--- config.mk ---
export PLATFORM = sky130hd
export DESIGN_NAME = frame_rate_meter_core
export DESIGN_NICKNAME = d
export VERILOG_FILES = /design/src/hdl/frm_pkg.sv /design/src/hdl/frm_ring_ram.sv /design/src/hdl/frm_divider.sv /design/src/hdl/frame_rate_meter_core.sv
export SDC_FILE = /design/constraint.sdc
export NUM_CORES = 2
export LEC_CHECK = 0
export ABC_CLOCK_PERIOD_IN_PS = 5610
export BUFFER_PORTS_ARGS = -buffer_cell sky130_fd_sc_hd__buf_2
export CORE_ASPECT_RATIO = 1.5
export CORE_UTILIZATION = 40
export CTS_CLUSTER_DIAMETER = 50
export DETAILED_ROUTE_END_ITERATION = 8
export PLACE_DENSITY_LB_ADDON = 0.12
export SLEW_MARGIN = 5
export SYNTH_ARGS = -nofsm -noshare
export SYNTH_HDL_FRONTEND = slang
export SYNTH_SLANG_ARGS = --single-unit
--- constraint.sdc ---
create_clock -name clk -period 5.61 [get_ports clk]
set_clock_uncertainty 0.05 [all_clocks]
set_input_delay 0.2805 -clock clk [delete_from_list [all_inputs] [get_ports clk]]
set_output_delay 0.2805 -clock clk [all_outputs]
set_load 0.01 [all_outputs]
--- src/hdl/frm_pkg.sv ---
package frm_pkg;

	localparam int unsigned WINDOW  = 64;
	localparam int unsigned SLOT_W  = $clog2(WINDOW);
	localparam int unsigned CNT_W   = $clog2(WINDOW + 1);
	localparam int unsigned TS_W    = 64;
	localparam int unsigned DELTA_W = 32;
	localparam int unsigned SUM_W   = DELTA_W + $clog2(WINDOW);

	// 1e9 * 2^16, the numerator of the rate for one sample
	localparam int unsigned NSQ_W = 46;
	localparam logic [NSQ_W-1:0] NS_PER_SEC_Q16 = 46'd65536000000000;

	// dividend width shared by both dividers: up to WINDOW * 1e9 * 2^16
	localparam int unsigned NUM_W  = NSQ_W + CNT_W;
	localparam int unsigned QCNT_W = $clog2(NUM_W + 1);

	localparam logic [DELTA_W-1:0] FIRST_DELTA_RST = 32'd16666667;
	localparam logic [DELTA_W-1:0] TOP32           = 32'hFFFF_FFFF;

	typedef struct packed {
		logic               re;
		logic               we;
		logic [SLOT_W-1:0]  addr;
		logic [DELTA_W-1:0] wdata;
	} frm_ram_req_t;

	typedef struct packed {
		logic             start;
		logic [NUM_W-1:0] dividend;
		logic [SUM_W-1:0] divisor;
	} frm_div_req_t;

endpackage

--- src/hdl/frm_ring_ram.sv ---
module frm_ring_ram (
	input  logic                         clk,
	input  frm_pkg::frm_ram_req_t        req,
	output logic [frm_pkg::DELTA_W-1:0]  rdata
);
	import frm_pkg::*;

	logic [DELTA_W-1:0] mem [WINDOW];

	always_ff @(posedge clk) begin
		if (req.we) begin
			mem[req.addr] <= req.wdata;
		end
		if (req.re) begin
			rdata <= mem[req.addr];
		end
	end

endmodule

--- src/hdl/frm_divider.sv ---
module frm_divider (
	input  logic                       clk,
	input  logic                       arst_n,
	input  frm_pkg::frm_div_req_t      req,
	output logic                       done,
	output logic [frm_pkg::NUM_W-1:0]  quotient
);
	import frm_pkg::*;

	localparam logic [QCNT_W-1:0] LAST = QCNT_W'(NUM_W - 1);

	logic              busy_q;
	logic              done_q;
	logic [QCNT_W-1:0] cnt_q;
	logic [NUM_W-1:0]  quo_q;
	logic [SUM_W-1:0]  rem_q;
	logic [SUM_W-1:0]  dvs_q;

	logic [SUM_W:0]    rem_sh;
	logic [SUM_W:0]    rem_sub;
	logic              ge;

	// one quotient bit per cycle, restoring
	always_comb begin
		rem_sh  = {rem_q, quo_q[NUM_W-1]};
		ge      = rem_sh >= {1'b0, dvs_q};
		rem_sub = rem_sh - {1'b0, dvs_q};
	end

	always_ff @(posedge clk or negedge arst_n) begin
		if (!arst_n) begin
			busy_q <= 1'b0;
			done_q <= 1'b0;
			cnt_q  <= '0;
		end else begin
			done_q <= busy_q && (cnt_q == LAST);
			if (req.start) begin
				busy_q <= 1'b1;
				cnt_q  <= '0;
			end else if (busy_q) begin
				cnt_q <= cnt_q + 1'b1;
				if (cnt_q == LAST) begin
					busy_q <= 1'b0;
				end
			end
		end
	end

	always_ff @(posedge clk) begin
		if (req.start) begin
			quo_q <= req.dividend;
			rem_q <= '0;
			dvs_q <= req.divisor;
		end else if (busy_q) begin
			quo_q <= {quo_q[NUM_W-2:0], ge};
			rem_q <= ge ? rem_sub[SUM_W-1:0] : rem_sh[SUM_W-1:0];
		end
	end

	assign done     = done_q;
	assign quotient = quo_q;

endmodule

--- src/hdl/frame_rate_meter_core.sv ---
// Frame rate meter.
// Input channel: one beat per frame tick carries timestamp_ns. The first beat
// after reset sets the time origin. Each input beat gives exactly one output
// beat with delta_ns, average_ns (mean delta over the last 64 frames or fewer),
// rate_q16 (frames per second, unsigned Q16.16, saturating) and elapsed_ns.
// cfg_we/cfg_wdata write first_delta_ns, the delta reported while the last elapsed
// time is zero (the first two frames); write it only while no frame is in flight.
// One frame is in flight at a time, so the block takes no new beat until the
// last one is through. The time per frame is set by the two 53-step bit-serial
// dividers (average and rate) that run side by side; the delta ring is read
// (S_ELAPSED) and rewritten (S_SUM) in the states before they start.
// A result waits in the output register while out_stall is high; the next frame
// is taken only once its result has moved into that register.
// Reset (arst_n low, asynchronous) clears origin, window sum and sample count,
// and sets first_delta_ns to 16666667. Ring slots not yet written read as zero
// through the sample count, so no clearing pass is needed.
module frame_rate_meter_core (
	input  logic                         clk,
	input  logic                         arst_n,
	input  logic                         cfg_we,
	input  logic [frm_pkg::DELTA_W-1:0]  cfg_wdata,
	input  logic                         in_valid,
	output logic                         in_stall,
	input  logic [frm_pkg::TS_W-1:0]     timestamp_ns,
	output logic                         out_valid,
	input  logic                         out_stall,
	output logic [frm_pkg::DELTA_W-1:0]  delta_ns,
	output logic [frm_pkg::DELTA_W-1:0]  average_ns,
	output logic [frm_pkg::DELTA_W-1:0]  rate_q16,
	output logic [frm_pkg::TS_W-1:0]     elapsed_ns
);
	import frm_pkg::*;

	typedef enum logic [2:0] {
		S_IDLE,
		S_ELAPSED,
		S_DELTA,
		S_SUM,
		S_START,
		S_DIV,
		S_HOLD
	} state_t;

	state_t             state_q;
	logic [DELTA_W-1:0] first_delta_q;
	logic               started_q;
	logic [TS_W-1:0]    origin_q;
	logic [TS_W-1:0]    last_q;
	logic [SLOT_W-1:0]  slot_q;
	logic [CNT_W-1:0]   count_q;
	logic [SUM_W-1:0]   sum_q;
	logic [NUM_W-1:0]   num_q;

	logic [TS_W-1:0]    ts_q;
	logic [TS_W-1:0]    elapsed_q;
	logic [DELTA_W-1:0] delta_q;
	logic [DELTA_W-1:0] old_q;

	logic               out_valid_q;
	logic [DELTA_W-1:0] delta_out_q;
	logic [DELTA_W-1:0] avg_out_q;
	logic [DELTA_W-1:0] rate_out_q;
	logic [TS_W-1:0]    elapsed_out_q;

	frm_ram_req_t       ram_req;
	logic [DELTA_W-1:0] ram_rdata;
	frm_div_req_t       avg_req;
	frm_div_req_t       rate_req;
	logic               avg_done;
	logic               rate_done;
	logic [NUM_W-1:0]   avg_quo;
	logic [NUM_W-1:0]   rate_quo;

	logic [TS_W-1:0]    diff;
	logic [DELTA_W-1:0] delta_nxt;
	logic [DELTA_W-1:0] rate_sat;
	logic               out_free;
	logic               div_done;
	logic               out_load;
	logic               full;

	always_comb begin
		diff = elapsed_q - last_q;
		if (last_q == '0) begin
			delta_nxt = first_delta_q;
		end else if (|diff[TS_W-1:DELTA_W]) begin
			delta_nxt = TOP32;
		end else begin
			delta_nxt = diff[DELTA_W-1:0];
		end
		full     = count_q == CNT_W'(WINDOW);
		out_free = !out_valid_q || !out_stall;
		div_done = avg_done && rate_done;
		out_load = ((state_q == S_HOLD) || (state_q == S_DIV && div_done)) && out_free;
		if ((sum_q == '0) || (|rate_quo[NUM_W-1:DELTA_W])) begin
			rate_sat = TOP32;
		end else begin
			rate_sat = rate_quo[DELTA_W-1:0];
		end
	end

	always_comb begin
		ram_req.re    = state_q == S_ELAPSED;
		ram_req.we    = state_q == S_SUM;
		ram_req.addr  = slot_q;
		ram_req.wdata = delta_q;

		avg_req.start    = state_q == S_START;
		avg_req.dividend = NUM_W'(sum_q);
		avg_req.divisor  = SUM_W'(count_q);

		rate_req.start    = state_q == S_START;
		rate_req.dividend = num_q;
		rate_req.divisor  = sum_q;
	end

	frm_ring_ram u_ring (
		.clk   (clk),
		.req   (ram_req),
		.rdata (ram_rdata)
	);

	frm_divider u_avg_div (
		.clk      (clk),
		.arst_n   (arst_n),
		.req      (avg_req),
		.done     (avg_done),
		.quotient (avg_quo)
	);

	frm_divider u_rate_div (
		.clk      (clk),
		.arst_n   (arst_n),
		.req      (rate_req),
		.done     (rate_done),
		.quotient (rate_quo)
	);

	always_ff @(posedge clk or negedge arst_n) begin
		if (!arst_n) begin
			state_q       <= S_IDLE;
			first_delta_q <= FIRST_DELTA_RST;
			started_q     <= 1'b0;
			origin_q      <= '0;
			last_q        <= '0;
			slot_q        <= '0;
			count_q       <= '0;
			sum_q         <= '0;
			num_q         <= '0;
			out_valid_q   <= 1'b0;
			delta_out_q   <= '0;
			avg_out_q     <= '0;
			rate_out_q    <= '0;
			elapsed_out_q <= '0;
		end else begin
			if (cfg_we) begin
				first_delta_q <= cfg_wdata;
			end
			if (out_valid_q && !out_stall && !out_load) begin
				out_valid_q <= 1'b0;
			end
			unique case (state_q)
				S_IDLE: begin
					if (in_valid) begin
						state_q <= S_ELAPSED;
					end
				end
				S_ELAPSED: begin
					if (!started_q) begin
						origin_q  <= ts_q;
						started_q <= 1'b1;
					end
					state_q <= S_DELTA;
				end
				S_DELTA: begin
					last_q  <= elapsed_q;
					state_q <= S_SUM;
				end
				S_SUM: begin
					sum_q  <= sum_q - SUM_W'(old_q) + SUM_W'(delta_q);
					slot_q <= (slot_q == SLOT_W'(WINDOW - 1)) ? '0 : slot_q + 1'b1;
					if (!full) begin
						count_q <= count_q + 1'b1;
						num_q   <= num_q + NUM_W'(NS_PER_SEC_Q16);
					end
					state_q <= S_START;
				end
				S_START: begin
					state_q <= S_DIV;
				end
				S_DIV, S_HOLD: begin
					if (out_load) begin
						out_valid_q   <= 1'b1;
						delta_out_q   <= delta_q;
						avg_out_q     <= avg_quo[DELTA_W-1:0];
						rate_out_q    <= rate_sat;
						elapsed_out_q <= elapsed_q;
						state_q       <= S_IDLE;
					end else if (div_done) begin
						state_q <= S_HOLD;
					end
				end
				default: begin
					state_q <= S_IDLE;
				end
			endcase
		end
	end

	// frame payload, held through the item
	always_ff @(posedge clk) begin
		if (state_q == S_IDLE && in_valid) begin
			ts_q <= timestamp_ns;
		end
		if (state_q == S_ELAPSED) begin
			elapsed_q <= started_q ? ts_q - origin_q : '0;
		end
		if (state_q == S_DELTA) begin
			delta_q <= delta_nxt;
			// slots past the fill count are not yet written and are taken as zero
			old_q   <= full ? ram_rdata : '0;
		end
	end

	assign in_stall   = state_q != S_IDLE;
	assign out_valid  = out_valid_q;
	assign delta_ns   = delta_out_q;
	assign average_ns = avg_out_q;
	assign rate_q16   = rate_out_q;
	assign elapsed_ns = elapsed_out_q;

endmodule

# Word level (Yosys, flattened, before mapping)

Memories as Yosys holds them, arrays and structs flattened. A register that Yosys moved wholly into a read port is not among the register bits.
Cells that the tools add are included.

Equality and inequality tests: 12
Muxes and demuxes: 29
$add $sub $neg: 11
Bitwise gates (word level): 2
$lt $le $gt $ge: 2
Reductions and logical operators: 27

Operators by type and width:

| kind                                            | count |
|---|---|
| two-way mux 38 bit                              | 4 |
| subtractor 64 bit                               | 2 |
| two-way mux 53 bit                              | 2 |
| two-way mux 32 bit                              | 3 |
| logical NOT 64 bit                              | 1 |
| adder 53 x 46 -> 53 bit (second input constant) | 1 |
| >= comparator 39 x 38 -> 1 bit                  | 1 |
| >= comparator 39 x 7 -> 1 bit                   | 1 |
| adder 38 x 32 -> 38 bit                         | 1 |
| logical NOT 38 bit                              | 1 |
| subtractor 38 x 32 -> 38 bit                    | 1 |
| subtractor 38 bit                               | 1 |
| subtractor 38 x 7 -> 38 bit                     | 1 |
| OR reduction 32 bit                             | 1 |
| two-way mux 6 bit                               | 5 |
| OR reduction 21 bit                             | 1 |
| adder 6 x 1 -> 6 bit (second input constant)    | 3 |
| == test 6 bit (second input constant)           | 3 |
| case mux 3 bit (6 select lines)                 | 1 |
| two-way mux 1 bit                               | 11 |
| == test 3 bit (second input constant)           | 3 |
| two-way mux 3 bit                               | 3 |
| logical AND 1 bit                               | 8 |
| AND reduction 2 bit                             | 4 |
| other kinds (13)                                | 20 |

Output and inout port bits: 162
Flip-flop bits (word level): 864
Memory bits (writable): 2048
Memories kept: 1
Input bits: 101

Memory list:

| name       | depth | width | read ports | clocked after Yosys merged registers in | write ports | RTL line          | RTL |
|---|---|---|---|---|---|---|---|
| u_ring.mem | 64    | 32    | 1          | 1                                       | 1           | frm_ring_ram.sv:8 | `logic [DELTA_W-1:0] mem [WINDOW];` |

# Depth between registers and ports, before layout

Word-level depth: 9
Depth in mapped cells: 18
Mapped depth without buffers: 18

# Modules after synthesis

A second synthesis with hierarchy kept.

Cell total of the unflattened synthesis: 9213
Area, all modules: 127369.7 sq um

Modules (own cells, without submodules):

| module                    | times used | cells each | area an instance (sq um) |
|---|---|---|---|
| frm_ring_ram              | 1          | 4239       | 79248.5 |
| frame_rate_meter_core     | 1          | 3469       | 32668.8 |
| frm_divider at u_avg_div  | 1          | 757        | 7737.4 |
| frm_divider at u_rate_div | 1          | 748        | 7714.9 |

# Least setup slack after synthesis

OpenSTA, ideal clock, no wires.

Kind: register to register
From: register delta_q[13]
To: register sum_q[32]
Required time: 5.427 ns
Buffers on the path: 1
Library setup time: 0.133 ns
Arrival time: 4.549 ns
Slack: 0.877 ns
Cell stages (with the launch flop): 18
Period minus slack after synthesis: 4.733 ns
Cell sequence: edfxtp_1 -> inv_1 -> fa_1 -> inv_1 -> ha_1 -> clkbuf_1 -> a21o_1 -> a21o_1 -> a21o_1 -> a21oi_1 -> nor2b_1 -> nor4_1 -> o31ai_1 -> a211o_1 -> a311o_1 -> a21oi_1 -> xor2_1 -> o21ai_0

Cells in the longest elaborated chain, start to end: 1

RTL lines:

| what                    | RTL line                     | RTL |
|---|---|---|
| from (decl)             | frame_rate_meter_core.sv:56  | `logic [DELTA_W-1:0] delta_q;` |
| from (signal assigned)  | frame_rate_meter_core.sv:219 | `delta_q <= delta_nxt;` |
| adder 38 x 32 -> 38 bit | frame_rate_meter_core.sv:180 | `sum_q <= sum_q - SUM_W'(old_q) + SUM_W'(delta_q);` |
| to (signal assigned)    | frame_rate_meter_core.sv:180 |  |
| to (decl)               | frame_rate_meter_core.sv:51  | `logic [SUM_W-1:0] sum_q;` |

No other way between the ends.
A chain may end at the register's enable or synchronous reset.

# Worst setup path in the final report

From: register elapsed_q[0]
To: register delta_q[2], data pin

Cells in the longest elaborated chain, start to end: 4

RTL lines:

| what                   | RTL line                     | RTL |
|---|---|---|
| from (decl)            | frame_rate_meter_core.sv:55  | `logic [TS_W-1:0] elapsed_q;` |
| from (signal assigned) | frame_rate_meter_core.sv:216 | `elapsed_q <= started_q ? ts_q - origin_q : '0;` |
| subtractor 64 bit *    | frame_rate_meter_core.sv:83  | `diff = elapsed_q - last_q;` |
| OR reduction 32 bit    | frame_rate_meter_core.sv:86  | `end else if (\|diff[TS_W-1:DELTA_W]) begin` |
| two-way mux 32 bit *   | frame_rate_meter_core.sv:86  |  |
| two-way mux 32 bit *   | frame_rate_meter_core.sv:84  | `if (last_q == '0) begin` |
| via delta_nxt[2]       | frame_rate_meter_core.sv:75  | `logic [DELTA_W-1:0] delta_nxt;` |

The timed path passes the listed nets; every way through them passes the cells marked *.

==> metrics.yaml <==
status: "finished, violations left"
failed_checks: "hold timing"
ys_ff_latch: 2919
die_h_um: 671
layout.nets: 9327
p_leak_uw: 0.0477
cp_data_arrival_time_ps: 5260
post_cts_buffers: 0
max_cap_viol_count: 0
pwr-share-clk_pct: 37.6
power.density_nw_per_um2: 379
clock-sinks: 2919
synth.net_count: 8905
grt_pass1_vias: 75600
grt_max_degree: 191
r2r_cells: 16
die_x_um: 448
final-setup-viol-count: 0
yosysWarnings: 0
seqPwrFrac_pct: 48.9
yosysUniqueCellTypes: 94
r2r_slack_ps: 890
period_needed_ps: 4720
rows: 245
vias: 75300
synthCells: 8548
dp_hpwl_um: 246000
crit_type: "flip-flop to flip-flop"
antenna_found_initial: 13
initial_core_util_pct: 40.2
ios: 263
hold_slack_ps: -11.5
synth_area_leaders: "edfxtp_1 61%, dfrtp_1 8.5%, a22oi_1 3.9%"
synth_edf_count: 2408
worst_slew_pin_slew_ps: 1310
fmax_mhz: 212
syn_to_final_growth_pct: 14.9
ant_nets: 0
synth_top_area_share_pct: 60.7
synthArstFlopShare_pct: 14.4
htree_levels: 5
fin_crit_sh_pct: 84.2
post_drt_wl_per_cell_um: 28.7
ir_drop_uv: 223
rsz0062_at_grt: "false"
hold_class: "primary input to asynchronous set/reset pin"
r2r_end: "delta_q[2]$_DFFE_PP_"
design.die.area_um2: 300000
drc: 0
relSlewSlack_pct: 12.1
synth_area_um2: 119000
drt_iter0_drc: 5721
swShare_pct: 26.0
postSynthAreaPerCell_um2: 13.9
drive_gt1_share_pct: 12.2
yosys.area.top_type: "edfxtp_1"
fin_total_pwr_uw: 51900
clk_pin_slew_ps: 70
fin_cells: 13200
critical_path.startpoint_type: "flip-flop"
dr.pass1.iters: 5
clk_path_buf_depth: 4
cts_buffers: 293
maxSlewViolCount: 0
overflow: 0
routed_via_density: 5.73
dp.cells: 12500
cts_tree: "built"
grt_pass1_wl_um: 540000
power_frac_comb_pct: 13.5
gp_congestion: 0.919
ys_seq_area_share_pct: 71.0
tns_ps: 0
path_max_fanout: 32
final_util_pct: 46.2
port_buffers: 262
root_buffer: "clkbuf_16"
globalRouteTotalUtil_pct: 24.6
totalWireLength_um: 377000
hold_violations: 24
required_ps: 6150
internal_power_uw: 38400
clk_latency_ps: 880
cp-end-kind: "flip-flop"
synthFlopType: "edfxtp_1"
p_switching_uw: 13500
core_um2: 297000
r2r-start: "elapsed_q[0]$_SDFFCE_PN0P_"
==> what timing repair did <==
action	4_1_cts	5_1_grt
resized for setup	0	0
hold endpoints to repair	207	0
endpoints found under the setup margin	0	0
hold buffers	99	0
==> layer usage <==
layer | vias up | track usage (%) | share of wire (%)
met3 | 569 | 2.81 | 4.5
met5 | - | 0 | 0
met2 | 2117 | 45.1 | 53
met4 | 0 | 9.63 | 4.3
met1 | 38900 | 29.1 | 38
li1 | 33700 | - | -
==> critical path: stages (launching register included) <==
cell and delay, ps:
edfxtp_1 360, inv_1 60, ha_1 210, fa_1 390, nand2b_1 190, a211o_1 300
a31oi_1 320, nor2b_1 170, o211ai_1 400, nand2_1 120, mux2i_1 160, nor4b_1 420
and4_1 310, nand4_1 170, a2111oi_4 410, buf_12 250, a31oi_1 120
==> kinds of logic after synthesis <==
| group | synth area share (%) |
|---|---|
| flip-flops | 71.0 |
| AO/OA/AOI/OAI | 14.0 |
| AND/OR/NAND/NOR | 6.99 |
| buffers and inverters | 2.68 |
| adder cells (fa/ha/maj) | 2.91 |
| XOR/XNOR | 1.76 |
| multiplexers | 0.683 |
==> worst max-delay path by stage <==
stage | startpoint | to | slack (ps) | cells after the start
2_1_floorplan | delta_q[13]$_DFFE_PP_ | sum_q[32]$_DFFE_PN0P_ | 880 | 17
3_3_place_gp | delta_q[3]$_DFFE_PP_ | sum_q[36]$_DFFE_PN0P_ | 860 | 16
3_5_place_dp | delta_q[3]$_DFFE_PP_ | sum_q[36]$_DFFE_PN0P_ | 920 | 16
4_1_cts | delta_q[3]$_DFFE_PP_ | sum_q[36]$_DFFE_PN0P_ | 890 | 16
5_1_grt | delta_q[3]$_DFFE_PP_ | sum_q[36]$_DFFE_PN0P_ | 640 | 16
6_report | elapsed_q[0]$_SDFFCE_PN0P_ | delta_q[2]$_DFFE_PP_ | 890 | 16
==> cell usage in the layout (no fill, tap or decap), types with 28 or more instances in the layout <==
| cell | instances |
|---|---|
| clkinv_2 | 37 |
| nand2_1 | 821 |
| a21o_1 | 106 |
| inv_1 | 358 |
| clkbuf_1 | 55 |
| a21oi_1 | 331 |
| o21bai_1 | 33 |
| a221oi_1 | 209 |
| dlygate4sd3_1 | 99 |
| fa_1 | 36 |
| nand3_1 | 75 |
| nand2b_1 | 30 |
| nor2_4 | 69 |
| ha_1 | 220 |
| clkbuf_16 | 303 |
| buf_12 | 42 |
| nor2b_1 | 35 |
| dfxtp_1 | 91 |
| xor2_1 | 106 |
| nor3_1 | 49 |
| edfxtp_1 | 2408 |
| o211ai_1 | 28 |
| a31oi_1 | 243 |
| clkinv_1 | 43 |
| and2_1 | 78 |
| a211oi_1 | 55 |
| o21ai_0 | 403 |
| o22a_1 | 33 |
| buf_4 | 203 |
| buf_2 | 261 |
| xnor2_1 | 133 |
| nor4_1 | 66 |
| mux2i_1 | 33 |
| dfrtp_1 | 405 |
| nor2_1 | 316 |
| nand4_1 | 127 |
| a22oi_1 | 627 |
| a22o_1 | 200 |
| mux2_2 | 43 |
==> cell type report <==
type	instances	area, um^2
fillers	26400	160000
flip-flops and latches	2919	84700
multi-input cells	4788	32000
clock buffers	363	7860
well taps	3952	4940
repair buffers	606	4680
clock inverters	145	1430
inverters	362	1360
diodes	15	37.5
==> sequential cells by signal (all words and copies together), names as in the netlist, 38 cells and up <==
name,flops
elapsed_ns,64
elapsed_q,64
last_q,64
origin_q,64
sum_q,38
ts_q,64
u_avg_div.quotient,53
u_avg_div.rem_q,38
u_rate_div.dvs_q,38
u_rate_div.quotient,53
u_rate_div.rem_q,38
u_ring.mem,2048
==> power groups by stage <==
| stage | logic, uW | registers [uW] | clock network (uW) |
|---|---|---|---|
| final | 7010 | 25400 | 19500 |
| after global routing | 7840 | 25500 | 20600 |
| after CTS | 7080 | 25400 | 19800 |
| after detailed placement | 6960 | 25800 | 0 |
| after global placement | 6880 | 25800 | 0 |
| after floorplan | 5180 | 25600 | 0 |
==> per-stage QoR <==
stage / area (um^2) / setup WS (ps)
global placement: 127000 / 865
CTS: 137000 / 895
global route: 137000 / 637
floorplan: 119000 / 877
detailed placement: 127000 / 916
finish: 137000 / 888
==> synth_stat cells (10+ instances only) <==
cell,count
a31o_2,10
nor3b_1,13
a21oi_1,332
o211ai_1,28
a22oi_1,627
and4_1,11
mux2i_1,33
nand3b_1,10
and3_1,25
buf_2,11
nand2_1,826
nor3_1,51
clkbuf_1,383
xnor2_1,133
nor2_1,385
o21a_1,24
a22o_1,200
edfxtp_1,2408
and2_1,79
nor4_1,70
nand3_1,76
ha_1,220
xor2_1,106
a221oi_1,209
nand2b_1,32
o22a_1,33
nand4_1,127
fa_1,36
or2_2,11
a21o_1,106
a31oi_1,243
inv_1,359
or3_1,20
buf_1,81
mux2_2,43
nor2b_1,35
o31a_1,10
o21bai_1,33
dfxtp_1,91
a211oi_1,55
dfrtp_1,407
o21ai_0,404
dfstp_2,13
or4_1,11
Note: power is estimated with default switching activity, not from simulation.
